## src/stu_pkg.sv

```systemverilog
`timescale 1ns / 1ps
// Package for the string to unsigned parser: shared constants, the queue token type
// and the character classification function. Used by every module of the block.
package stu_pkg;

  localparam int VALUE_WIDTH_DEF = 32;
  localparam int BASE_W          = 5;
  localparam int DIGIT_W         = 5;
  localparam int CNT_W           = 8;
  localparam int CHAR_W          = 8;
  localparam int QUEUE_DEPTH     = 4;
  localparam int QPTR_W          = $clog2(QUEUE_DEPTH);
  localparam int CFG_ADDR_W      = 3;
  localparam int CFG_DATA_W      = 32;

  localparam logic [BASE_W-1:0]  BASE_AUTO  = 5'd0;
  localparam logic [BASE_W-1:0]  BASE_OCT   = 5'd8;
  localparam logic [BASE_W-1:0]  BASE_DEC   = 5'd10;
  localparam logic [BASE_W-1:0]  BASE_HEX   = 5'd16;
  localparam logic [DIGIT_W-1:0] DIGIT_NONE = 5'd16;
  localparam logic [CNT_W-1:0]   CNT_MAX    = 8'hFF;
  localparam logic [CNT_W-1:0]   CNT_ONE    = 8'd1;
  localparam logic [CNT_W-1:0]   CNT_TWO    = 8'd2;

  localparam logic [CHAR_W-1:0]  CHAR_ZERO  = 8'h30;
  localparam logic [CHAR_W-1:0]  CHAR_NINE  = 8'h39;
  localparam logic [CHAR_W-1:0]  CHAR_LA    = 8'h61;
  localparam logic [CHAR_W-1:0]  CHAR_LF    = 8'h66;
  localparam logic [CHAR_W-1:0]  CHAR_UA    = 8'h41;
  localparam logic [CHAR_W-1:0]  CHAR_UF    = 8'h46;
  localparam logic [CHAR_W-1:0]  CHAR_LX    = 8'h78;
  localparam logic [CHAR_W-1:0]  CASE_BIT   = 8'h20;

  typedef enum logic [0:0] {
    REG_NUMBER_BASE = 1'b0
  } reg_idx_t;

  typedef struct packed {
    logic               first;
    logic               is_zero;
    logic               is_x;
    logic [DIGIT_W-1:0] digit;
    logic [BASE_W-1:0]  base;
  } tok_t;

  function automatic logic [DIGIT_W-1:0] hex_value(input logic [CHAR_W-1:0] c);
    logic [DIGIT_W-1:0] d;
    begin
      d = DIGIT_NONE;
      if (c >= CHAR_ZERO && c <= CHAR_NINE) begin
        d = DIGIT_W'(c - CHAR_ZERO);
      end else if (c >= CHAR_LA && c <= CHAR_LF) begin
        d = DIGIT_W'(c - CHAR_LA + 8'd10);
      end else if (c >= CHAR_UA && c <= CHAR_UF) begin
        d = DIGIT_W'(c - CHAR_UA + 8'd10);
      end
      return d;
    end
  endfunction

endpackage

```

## src/stu_front.sv

```systemverilog
`timescale 1ns / 1ps
// Front end of the parser: accepts input items, classifies each character and
// pushes a token into the queue. Depends on stu_pkg.
module stu_front import stu_pkg::*; (
  input  logic              clk,
  input  logic              rst_n,
  input  logic              push,
  output logic              full,
  input  logic [CHAR_W-1:0] in_ch,
  input  logic              in_first,
  input  logic [BASE_W-1:0] number_base,
  input  logic              q_full,
  output logic              q_push,
  output tok_t              q_data
);

  logic accept;

  assign full   = q_full;
  assign accept = push & ~q_full;
  assign q_push = accept;

  always_comb begin
    q_data.first   = in_first;
    q_data.is_zero = (in_ch == CHAR_ZERO);
    q_data.is_x    = ((in_ch | CASE_BIT) == CHAR_LX);
    q_data.digit   = hex_value(in_ch);
    q_data.base    = number_base;
  end

  assert property (@(posedge clk) disable iff (!rst_n)
    accept |-> (q_data.is_zero ? (q_data.digit == '0) : 1'b1))
    else $error("zero character not classified as digit zero");

  assert property (@(posedge clk) disable iff (!rst_n)
    accept |-> !(q_data.is_x && q_data.digit != DIGIT_NONE))
    else $error("x character classified as a digit");

  assert property (@(posedge clk) disable iff (!rst_n)
    q_full |-> !q_push)
    else $error("push into a full queue");

endmodule

```

## src/stu_queue.sv

```systemverilog
`timescale 1ns / 1ps
// Short token queue between the front and back ends of the parser.
// Depends on stu_pkg for the token type and depth.
module stu_queue import stu_pkg::*; (
  input  logic clk,
  input  logic rst_n,
  input  logic q_push,
  input  tok_t q_wdata,
  output logic q_full,
  input  logic q_pop,
  output tok_t q_rdata,
  output logic q_empty
);

  tok_t              mem_r [QUEUE_DEPTH];
  logic [QPTR_W-1:0] wr_ptr_r, wr_ptr_nxt;
  logic [QPTR_W-1:0] rd_ptr_r, rd_ptr_nxt;
  logic [QPTR_W:0]   cnt_r, cnt_nxt;
  logic              do_push, do_pop;

  assign q_full  = (cnt_r == (QPTR_W+1)'(QUEUE_DEPTH));
  assign q_empty = (cnt_r == '0);
  assign q_rdata = mem_r[rd_ptr_r];
  assign do_push = q_push & ~q_full;
  assign do_pop  = q_pop & ~q_empty;

  always_comb begin
    wr_ptr_nxt = do_push ? wr_ptr_r + 1'b1 : wr_ptr_r;
    rd_ptr_nxt = do_pop ? rd_ptr_r + 1'b1 : rd_ptr_r;
    cnt_nxt    = cnt_r;
    if (do_push && !do_pop) begin
      cnt_nxt = cnt_r + 1'b1;
    end else if (!do_push && do_pop) begin
      cnt_nxt = cnt_r - 1'b1;
    end
  end

  always_ff @(posedge clk) begin
    if (!rst_n) begin
      wr_ptr_r <= '0;
      rd_ptr_r <= '0;
      cnt_r    <= '0;
    end else begin
      wr_ptr_r <= wr_ptr_nxt;
      rd_ptr_r <= rd_ptr_nxt;
      cnt_r    <= cnt_nxt;
    end
  end

  always_ff @(posedge clk) begin
    if (do_push) begin
      mem_r[wr_ptr_r] <= q_wdata;
    end
  end

endmodule

```

## src/stu_back.sv

```systemverilog
`timescale 1ns / 1ps
// Back end of the parser: runs the prefix and digit state machine on queued tokens
// and holds the result item. Depends on stu_pkg.
module stu_back import stu_pkg::*; #(
  parameter int VALUE_WIDTH = VALUE_WIDTH_DEF
) (
  input  logic                   clk,
  input  logic                   rst_n,
  input  tok_t                   q_rdata,
  input  logic                   q_empty,
  output logic                   q_pop,
  output logic                   empty,
  input  logic                   pop,
  output logic [VALUE_WIDTH-1:0] out_value,
  output logic [CNT_W-1:0]       out_end_offset
);

  typedef enum logic [3:0] {
    PH_IDLE   = 4'b0001,
    PH_ZERO   = 4'b0010,
    PH_ZERO_X = 4'b0100,
    PH_DIGITS = 4'b1000
  } phase_t;

  phase_t                   phase_r, phase_nxt;
  logic [VALUE_WIDTH-1:0]   acc_r, acc_nxt;
  logic [CNT_W-1:0]         cnt_r, cnt_nxt;
  logic [BASE_W-1:0]        base_r, base_nxt;
  logic                     res_valid_r, res_valid_nxt;
  logic [VALUE_WIDTH-1:0]   res_value_r, res_value_nxt;
  logic [CNT_W-1:0]         res_off_r, res_off_nxt;

  logic                     consume;
  logic                     take;
  logic                     hold;
  logic [VALUE_WIDTH-1:0]   acc_in;
  logic [CNT_W-1:0]         cnt_in;
  logic [BASE_W-1:0]        base_eff;
  logic [VALUE_WIDTH+BASE_W-1:0] prod;
  logic [VALUE_WIDTH-1:0]   mac;
  logic                     emit;
  logic [VALUE_WIDTH-1:0]   emit_val;
  logic [CNT_W-1:0]         emit_cnt;

  assign consume = ~q_empty & (~res_valid_r | pop);
  assign q_pop   = consume;
  assign empty   = ~res_valid_r;
  assign out_value      = res_value_r;
  assign out_end_offset = res_off_r;

  always_comb begin
    take     = 1'b0;
    hold     = 1'b0;
    acc_in   = acc_r;
    cnt_in   = cnt_r;
    base_eff = base_r;
    if (consume) begin
      if (q_rdata.first) begin
        acc_in   = '0;
        cnt_in   = '0;
        base_eff = q_rdata.base;
        if (q_rdata.is_zero && (q_rdata.base == BASE_AUTO || q_rdata.base == BASE_HEX)) begin
          hold = 1'b1;
        end else begin
          if (q_rdata.base == BASE_AUTO) begin
            base_eff = BASE_DEC;
          end
          take = 1'b1;
        end
      end else begin
        unique case (phase_r)
          PH_ZERO: begin
            if (q_rdata.is_x) begin
              hold = 1'b1;
            end else begin
              if (base_r == BASE_AUTO) begin
                base_eff = BASE_OCT;
              end
              cnt_in = CNT_ONE;
              take   = 1'b1;
            end
          end
          PH_ZERO_X: begin
            if (q_rdata.digit != DIGIT_NONE) begin
              base_eff = BASE_HEX;
              cnt_in   = CNT_TWO;
              take     = 1'b1;
            end else begin
              hold = 1'b1;
            end
          end
          PH_DIGITS: begin
            take = 1'b1;
          end
          default: begin
            hold = 1'b0;
          end
        endcase
      end
    end
  end

  assign prod = (VALUE_WIDTH+BASE_W)'(acc_in) * (VALUE_WIDTH+BASE_W)'(base_eff);
  assign mac  = prod[VALUE_WIDTH-1:0] + VALUE_WIDTH'(q_rdata.digit);

  always_comb begin
    phase_nxt = phase_r;
    acc_nxt   = acc_r;
    cnt_nxt   = cnt_r;
    base_nxt  = base_r;
    emit      = 1'b0;
    emit_val  = acc_r;
    emit_cnt  = cnt_r;
    if (take) begin
      base_nxt = base_eff;
      if (q_rdata.digit >= base_eff) begin
        emit      = 1'b1;
        emit_val  = acc_in;
        emit_cnt  = cnt_in;
        acc_nxt   = acc_in;
        cnt_nxt   = cnt_in;
        phase_nxt = PH_IDLE;
      end else begin
        acc_nxt   = mac;
        cnt_nxt   = (cnt_in == CNT_MAX) ? cnt_in : cnt_in + 1'b1;
        phase_nxt = PH_DIGITS;
      end
    end else if (hold) begin
      if (q_rdata.first) begin
        acc_nxt   = '0;
        cnt_nxt   = '0;
        base_nxt  = q_rdata.base;
        phase_nxt = PH_ZERO;
      end else if (phase_r == PH_ZERO) begin
        if (base_r == BASE_AUTO) begin
          phase_nxt = PH_ZERO_X;
        end else begin
          cnt_nxt   = CNT_TWO;
          phase_nxt = PH_DIGITS;
        end
      end else begin
        emit      = 1'b1;
        emit_val  = '0;
        emit_cnt  = CNT_ONE;
        base_nxt  = BASE_OCT;
        acc_nxt   = '0;
        cnt_nxt   = CNT_ONE;
        phase_nxt = PH_IDLE;
      end
    end
  end

  always_comb begin
    res_valid_nxt = res_valid_r;
    res_value_nxt = res_value_r;
    res_off_nxt   = res_off_r;
    if (emit) begin
      res_valid_nxt = 1'b1;
      res_value_nxt = emit_val;
      res_off_nxt   = emit_cnt;
    end else if (pop && res_valid_r) begin
      res_valid_nxt = 1'b0;
    end
  end

  always_ff @(posedge clk) begin
    if (!rst_n) begin
      phase_r     <= PH_IDLE;
      acc_r       <= '0;
      cnt_r       <= '0;
      base_r      <= '0;
      res_valid_r <= 1'b0;
    end else begin
      phase_r     <= phase_nxt;
      acc_r       <= acc_nxt;
      cnt_r       <= cnt_nxt;
      base_r      <= base_nxt;
      res_valid_r <= res_valid_nxt;
    end
  end

  always_ff @(posedge clk) begin
    res_value_r <= res_value_nxt;
    res_off_r   <= res_off_nxt;
  end

  assert property (@(posedge clk) disable iff (!rst_n)
    $rose(res_valid_r) |-> $past(consume))
    else $error("result item appeared without a consumed token");

  assert property (@(posedge clk) disable iff (!rst_n)
    (phase_r == PH_ZERO_X) |-> (base_r == BASE_AUTO && acc_r == '0))
    else $error("prefix phase entered outside automatic base");

  assert property (@(posedge clk) disable iff (!rst_n)
    (phase_r == PH_ZERO) |-> (acc_r == '0 && cnt_r == '0))
    else $error("leading zero phase with nonzero accumulator or count");

  assert property (@(posedge clk) disable iff (!rst_n)
    (phase_r == PH_DIGITS) |-> (cnt_r != '0))
    else $error("digit phase with zero count");

endmodule

```

## src/string_to_unsigned_parser.sv

```systemverilog
`timescale 1ns / 1ps
// Top level of the string to unsigned parser: configuration register, front end,
// token queue and back end. Depends on stu_pkg, stu_front, stu_queue and stu_back.
//
//   Channel   Handshake              Payload
//   input     push / full            in_ch[7:0], in_first
//   result    pop / empty            out_value[VALUE_WIDTH-1:0], out_end_offset[7:0]
//   config    psel/penable/pwrite    paddr[2:0], pwdata[31:0], prdata[31:0], pready
//
// One character is taken per cycle, sustained, when results are popped as they appear.
// When the item that ends the number is accepted, its token first enters the queue;
// the result register loads when the back end consumes it, which waits while a result is not popped.
// The back end's combinational multiply-add sets that rate of one character per cycle.
// Reset is synchronous; full rises when four tokens wait, while a result is not popped.
module string_to_unsigned_parser import stu_pkg::*; #(
  parameter int VALUE_WIDTH = VALUE_WIDTH_DEF
) (
  input  logic                   clk,
  input  logic                   rst_n,
  input  logic                   push,
  output logic                   full,
  input  logic [CHAR_W-1:0]      in_ch,
  input  logic                   in_first,
  output logic                   empty,
  input  logic                   pop,
  output logic [VALUE_WIDTH-1:0] out_value,
  output logic [CNT_W-1:0]       out_end_offset,
  input  logic                   psel,
  input  logic                   penable,
  input  logic                   pwrite,
  input  logic [CFG_ADDR_W-1:0]  paddr,
  input  logic [CFG_DATA_W-1:0]  pwdata,
  output logic [CFG_DATA_W-1:0]  prdata,
  output logic                   pready
);

  logic [BASE_W-1:0] number_base_r, number_base_nxt;
  logic              cfg_wr;
  logic              cfg_hit;
  logic              q_push, q_full, q_pop, q_empty;
  tok_t              q_wdata, q_rdata;

  assign pready  = 1'b1;
  assign cfg_hit = (paddr[2] == REG_NUMBER_BASE);
  assign cfg_wr  = psel & penable & pwrite & pready & cfg_hit;

  assign number_base_nxt = cfg_wr ? pwdata[BASE_W-1:0] : number_base_r;
  assign prdata = cfg_hit ? CFG_DATA_W'(number_base_r) : '0;

  always_ff @(posedge clk) begin
    if (!rst_n) begin
      number_base_r <= BASE_AUTO;
    end else begin
      number_base_r <= number_base_nxt;
    end
  end

  stu_front u_front (
    .clk         (clk),
    .rst_n       (rst_n),
    .push        (push),
    .full        (full),
    .in_ch       (in_ch),
    .in_first    (in_first),
    .number_base (number_base_r),
    .q_full      (q_full),
    .q_push      (q_push),
    .q_data      (q_wdata)
  );

  stu_queue u_queue (
    .clk     (clk),
    .rst_n   (rst_n),
    .q_push  (q_push),
    .q_wdata (q_wdata),
    .q_full  (q_full),
    .q_pop   (q_pop),
    .q_rdata (q_rdata),
    .q_empty (q_empty)
  );

  stu_back #(
    .VALUE_WIDTH (VALUE_WIDTH)
  ) u_back (
    .clk            (clk),
    .rst_n          (rst_n),
    .q_rdata        (q_rdata),
    .q_empty        (q_empty),
    .q_pop          (q_pop),
    .empty          (empty),
    .pop            (pop),
    .out_value      (out_value),
    .out_end_offset (out_end_offset)
  );

endmodule
```

## config.mk

```make
export PLATFORM = sky130hd
export DESIGN_NAME = string_to_unsigned_parser
export DESIGN_NICKNAME = d
export VERILOG_FILES = /design/src/stu_pkg.sv /design/src/stu_front.sv /design/src/stu_queue.sv /design/src/stu_back.sv /design/src/string_to_unsigned_parser.sv
export SDC_FILE = /design/constraint.sdc
export NUM_CORES = 1
export LEC_CHECK = 0
export BUFFER_PORTS_ARGS = -buffer_cell sky130_fd_sc_hd__buf_2
export CAP_MARGIN = 20
export CELL_PAD_IN_SITES_DETAIL_PLACEMENT = 0
export CELL_PAD_IN_SITES_GLOBAL_PLACEMENT = 2
export CORE_MARGIN = 2
export CORE_UTILIZATION = 41
export CTS_CLUSTER_DIAMETER = 100
export DETAILED_ROUTE_END_ITERATION = 12
export GPL_ROUTABILITY_DRIVEN = 0
export PLACE_DENSITY_LB_ADDON = 0.1
export SLEW_MARGIN = 25
export SYNTH_ARGS = -nofsm -noshare
export SYNTH_HDL_FRONTEND = slang
export SYNTH_SLANG_ARGS = --single-unit
```

## constraint.sdc

```tcl
create_clock -name clk -period 13.9 [get_ports clk]
set_clock_uncertainty 0.2 [all_clocks]
set_input_delay 0.695 -clock clk [delete_from_list [all_inputs] [get_ports clk]]
set_output_delay 0.695 -clock clk [all_outputs]
set_load 0.1 [all_outputs]
```

=== Word level (Yosys, flattened, before mapping) ===
Memory sizes are Yosys's and may differ from the RTL's. A register that Yosys moved wholly into a read port is not among the register bits.
Cells that the tools add are included.

* Bitwise gates (word level): 12
* Muxes and demuxes: 75
* Reduce and logical (&&, ||, !) cells: 18
* Add/sub/neg operators: 11
* Equal/unequal tests: 11
* $lt $le $gt $ge: 7
* $mul: 1

{| class="wikitable"
|+ Operator list
! kind !! number
|-
| 32-bit 2-to-1 mux || 11
|-
| 8-bit 2-to-1 mux || 16
|-
| 5-bit 2-to-1 mux || 15
|-
| 32-bit by 5-bit adder with 32-bit output || 1
|-
| 32-bit by 5-bit multiplier with 32-bit output || 1
|-
| 4-bit 2-to-1 mux || 6
|-
| 1-bit 2-to-1 mux || 19
|-
| 8-bit by 7-bit greater-or-equal comparator with 1-bit output, second input constant || 2
|-
| 8-bit by 7-bit less-or-equal comparator with 1-bit output, second input constant || 2
|-
| 8-bit one-hot mux with 2 select lines || 1
|-
| 5-bit by 4-bit adder with 5-bit output, second input constant || 2
|-
| 5-bit logical NOT || 2
|-
| 5-bit one-hot mux with 2 select lines || 1
|-
| 5-bit by 1-bit subtractor with 5-bit output, second input constant || 2
|-
| 8-bit by 1-bit adder with 8-bit output, second input constant || 1
|-
| 8-bit by 6-bit equality test with 1-bit output, second input constant || 1
|-
| 8-bit equality test, second input constant || 1
|-
| 8-bit by 6-bit greater-or-equal comparator with 1-bit output, second input constant || 1
|-
| 8-bit by 6-bit less-or-equal comparator with 1-bit output, second input constant || 1
|-
| 1-bit AND || 7
|-
| 7-bit by 6-bit equality test with 1-bit output, second input constant || 1
|-
| 1-bit logical AND || 7
|-
| 3-bit 2-to-1 mux || 2
|-
| 2-bit nonzero test || 3
|-
| other kinds (22) || 29
|}

* Output and inout port bits: 75
* Memories kept: 1
* Bits of input ports: 51
* Flip-flop bits (word level): 102
* RAM bits: 52
* Logic and storage cells: 147

{| class="wikitable"
|+ Memories
! name !! depth !! bits a word !! read ports !! clocked after memory_dff !! wr ports !! RTL line !! text
|-
| u_queue.mem_r || 4 || 13 || 1 || 1 || 1 || stu_queue.sv:15 || <nowiki>tok_t mem_r [QUEUE_DEPTH];</nowiki>
|}

=== Logic depth before layout (Yosys ltp) ===
* Word-level depth: 10
* Gate-level depth with buffers: 27
* Depth with buffers taken out: 23

=== By module ===
Synthesis repeated with hierarchy kept, for this count alone.

* Cells, all modules: 1246
* Area, all modules: 11992.8 µm²

{| class="wikitable"
|+ Modules (own cells, without submodules)
! module !! area each (µm²) !! cells each !! instances !! sequential area each (µm²)
|-
| stu_back || 8871.0 || 1035 || 1 || 2202.1
|-
| stu_queue || 2359.8 || 115 || 1 || 1741.7
|-
| string_to_unsigned_parser || 474.2 || 58 || 1 || 100.1
|-
| stu_front || 287.8 || 38 || 1 || 0.0
|}

=== Least setup slack after synthesis ===
Ideal clock, no wire load.

* Kind: register to register
* Start: reg with a tool-made name
* End: reg u_back.acc_r[23]
* Buffers on the path: 4
* Stages on the path, launching flop included: 27
* Library setup time: 87 ps
* Setup slack: 7099 ps
* Data required time: 13613 ps
* Clock period less this slack: 6801 ps
* Arrival time: 6514 ps
* Cell sequence: dfxtp_1 > buf_6 > buf_6 > mux4_2 > or4b_4 > o31ai_2 > buf_4 > nand2b_1 > o21ai_1 > clkbuf_1 > nor2_1 > fa_1 > fa_1 > inv_1 > fa_1 > inv_1 > ha_1 > o21a_1 > o21a_1 > o211ai_1 > o211ai_1 > o2111ai_1 > a21boi_0 > o21a_1 > o211a_1 > o21a_1 > o31ai_1

{| class="wikitable"
|+ RTL lines
! element !! RTL line !! text
|-
| end signal: assignment || stu_back.sv:175 || <nowiki>acc_r <= acc_nxt;</nowiki>
|-
| end: declaration || stu_back.sv:26 || <nowiki>logic [VALUE_WIDTH-1:0] acc_r, acc_nxt;</nowiki>
|}

==> metrics <==
outcome completed; most frequent cells in the layout nor2_1, inv_1, edfxtp_1; H-tree depth 4; Starting Density 41.5%; antenna cells 0; most used flip-flop cell after synthesis edfxtp_1; final wirelength 29.0 mm; post-synth top area share 23.3%; IO Count 126; row cnt 62; clock root buffer clkbuf_16; worst min path class in -> reg; final setup vio count 0; Area contributors post-synth edfxtp_1, fa_1, dfxtp_1; Initial DRC Count 476; via count of the first global-routing pass 8680; Ys Warns 0; CTS Sinks 156; CTS tree built; Syn Area/Cell 9.54 um^2; register-to-register setup slack 5.59 ns; Layout Utilization 45.7%; Die H 174 um; largest net degree at the start of global routing 48; crit path DAT 8.42 ns; CP required 14.01 ns; vias 8576; Max-Cap Viols 0; share of layout cells above drive strength 1 11.4%; setup tns final 0 ns; Num CTS Buffers 17; Synth cell types 75; worst-case reg-to-reg path depth 22; PwrDens 185 nW/um^2; # resized after CTS 0; worst-skew pair later-pin latency 0.45 ns; ys async rst share 0%; Clk pin slew, worst setup/hold paths 0.08 ns; Slew HR 37.6%; maximum VDD drop 105 uV; worst-path fanout max 29; Die Area 30400 um^2; Crit Path Class reg -> reg; leakage power total 0.00572 uW; Slew Limit Fails 0; layout net count 1514; Hold-fix buffers, CTS 0; Final Cycle Share 59.8%; Startpoint Class flop; fill count 2769; Buffers on Ports 68; slew at the pin with the worst max-slew slack 0.923 ns; area delta synth->final 10.1%; Post-CTS Setup Inserts 0; Clock Tree Buf Depth 2; antenna viol nets, final 0; number of synthesized flops with an enable pin 92; total track usage 20.0%; critical path endpoint u_back.acc_r[28]$_SDFFE_PN0P_; sequential-to-total area share from yosys stat 34.0%; Syn Std Cell Area 11900 um^2; Crit. End Element flop; Avg WL per Cell 17.1 um; unrepaired setup endpoints after global routing false; initial antenna violation count 0; Yosys reg bits 156; first-pass GRT wire length 47.7 mm; Peak Freq 120 MHz; grt ovf 0; vias per cell 5.06; DRC viols 0; area leader, netlist edfxtp_1; Pre-Repair DR Iteration Count 5; Syn Inst Count 1245; Hold Fails Final Rpt 0; clock period minus worst slack 8.31 ns; Crit Reg-Reg Endpoint u_back.acc_r[28]$_SDFFE_PN0P_; DP HPWL 21.2 mm; commonest non-fill, non-tap cell in the layout nor2_1; die width 174 um; core area 28600 um^2
[report_power, final]
group | internal (uW) | switching [uW]
Combinational | 257 | 1020
Clock | 244 | 241
Sequential | 610 | 54.6
Total | 1110 | 1310
[critical path, stage by stage (launching register included)]
cell and delay, ns:
dfxtp_1 0.88, mux4_2 0.68, nor4_1 0.49, o21ai_0 0.15
o21bai_1 0.39, nand2_2 0.58, nor2_1 0.32, fa_1 0.47
fa_1 0.54, inv_1 0.05, fa_1 0.54, inv_1 0.05
ha_1 0.30, inv_1 0.08, o21bai_1 0.28, a21oi_1 0.12
o21bai_1 0.38, a41oi_1 0.43, or3_1 0.54, a31oi_1 0.30
nor2_1 0.09, xor2_1 0.22, o21ai_1 0.08
[synthesized netlist by cell type, types with 4 or more instances]
cell,number
a211oi_1,5
a21o_1,16
a21oi_1,46
a22oi_1,21
a31oi_1,7
and2_1,45
and3_1,4
buf_1,9
buf_4,32
buf_6,5
clkbuf_1,24
dfxtp_1,64
edfxtp_1,92
fa_1,88
ha_1,77
inv_1,169
mux2i_1,11
mux4_2,13
nand2_1,76
nand2b_1,4
nand3_1,12
nand4_1,10
nor2_1,210
nor2b_1,11
nor3_1,14
nor3b_1,4
o211a_1,4
o211ai_1,5
o21a_1,11
o21ai_0,32
o21ai_1,6
o21bai_1,10
o31ai_1,4
or2_2,5
or3_1,7
xnor2_1,23
xor2_1,12
[sequential cells by signal, indices dropped and copies added, names as in the netlist, named ones only]
register and flops:
u_queue.mem_r 52, u_back.acc_r 32, u_back.out_value 32, u_back.cnt_r 8, u_back.out_end_offset 8, number_base_r 5, u_back.base_r 5, u_back.phase_r 4
u_queue.cnt_r 3, u_queue.rd_ptr_r 2, u_queue.wr_ptr_r 2, u_back.res_valid_r 1
[cell type report]
type                            count  area [um^2]  share of cell area (%)
Tap cell                          384          480                    3.67
Inverter                          169          634                    4.85
Sequential cell                   156         4040                    30.9
Timing Repair Buffer               79          423                    3.23
Clock buffer                       17          425                    3.25
Multi-Input combinational cell    875         6890                    52.7
Clock inverter                     15          185                    1.42
[worst min path at each step]
stage	from	to	depth (start not counted)
2_1_floorplan	u_back.acc_r[24]$_SDFFE_PN0P_	u_back.acc_r[24]$_SDFFE_PN0P_	2
4_1_cts	in_first	u_queue.mem_r[3][12]$_DFFE_PP_	1
6_report	in_first	u_queue.mem_r[3][12]$_DFFE_PP_	1
3_5_place_dp	u_back.acc_r[21]$_SDFFE_PN0P_	u_back.acc_r[21]$_SDFFE_PN0P_	2
5_1_grt	in_first	u_queue.mem_r[3][12]$_DFFE_PP_	1
3_3_place_gp	u_back.acc_r[19]$_SDFFE_PN0P_	u_back.acc_r[19]$_SDFFE_PN0P_	2
[stage by stage]
step / setup WS, ns / total power (uW) / hold slack (ns) / instance area [um^2] / std cells
after floorplan: 7.10 / 1660 / 0.234 / 12000 / 1271
after global placement: 5.54 / 1960 / 0.254 / 12500 / 1663
after detailed placement: 5.59 / 1960 / 0.269 / 12500 / 1663
after CTS: 5.55 / 2450 / 0.249 / 13100 / 1695
after global routing: 5.02 / 2560 / 0.263 / 13100 / 1695
final: 5.59 / 2420 / 0.262 / 13100 / 1695
[routing by layer]
metal	global-route usage [%]	vias to the layer above	part of all wire (%)
li1	-	4200	-
met3	2.30	15	2.4
met2	32.6	115	47
met4	4.17	0	0.94
met5	0	-	0
met1	28.8	4246	50
[cell families (layout without fill, tap and decap cells)]
kind of cell	count (synthesis)	count (layout)	synth area share, %
AND/OR/NAND/NOR	422	422	16.4
buffers and inverters	240	280	8.92
AO/OA/AOI/OAI	199	199	11.4
adder cells (fa/ha/maj)	165	165	22.9
flip-flops	156	156	34.0
XOR/XNOR	35	35	2.58
multiplexers	26	26	3.58
other	2	28	0.0632
(Power assumes the default switching activity.)
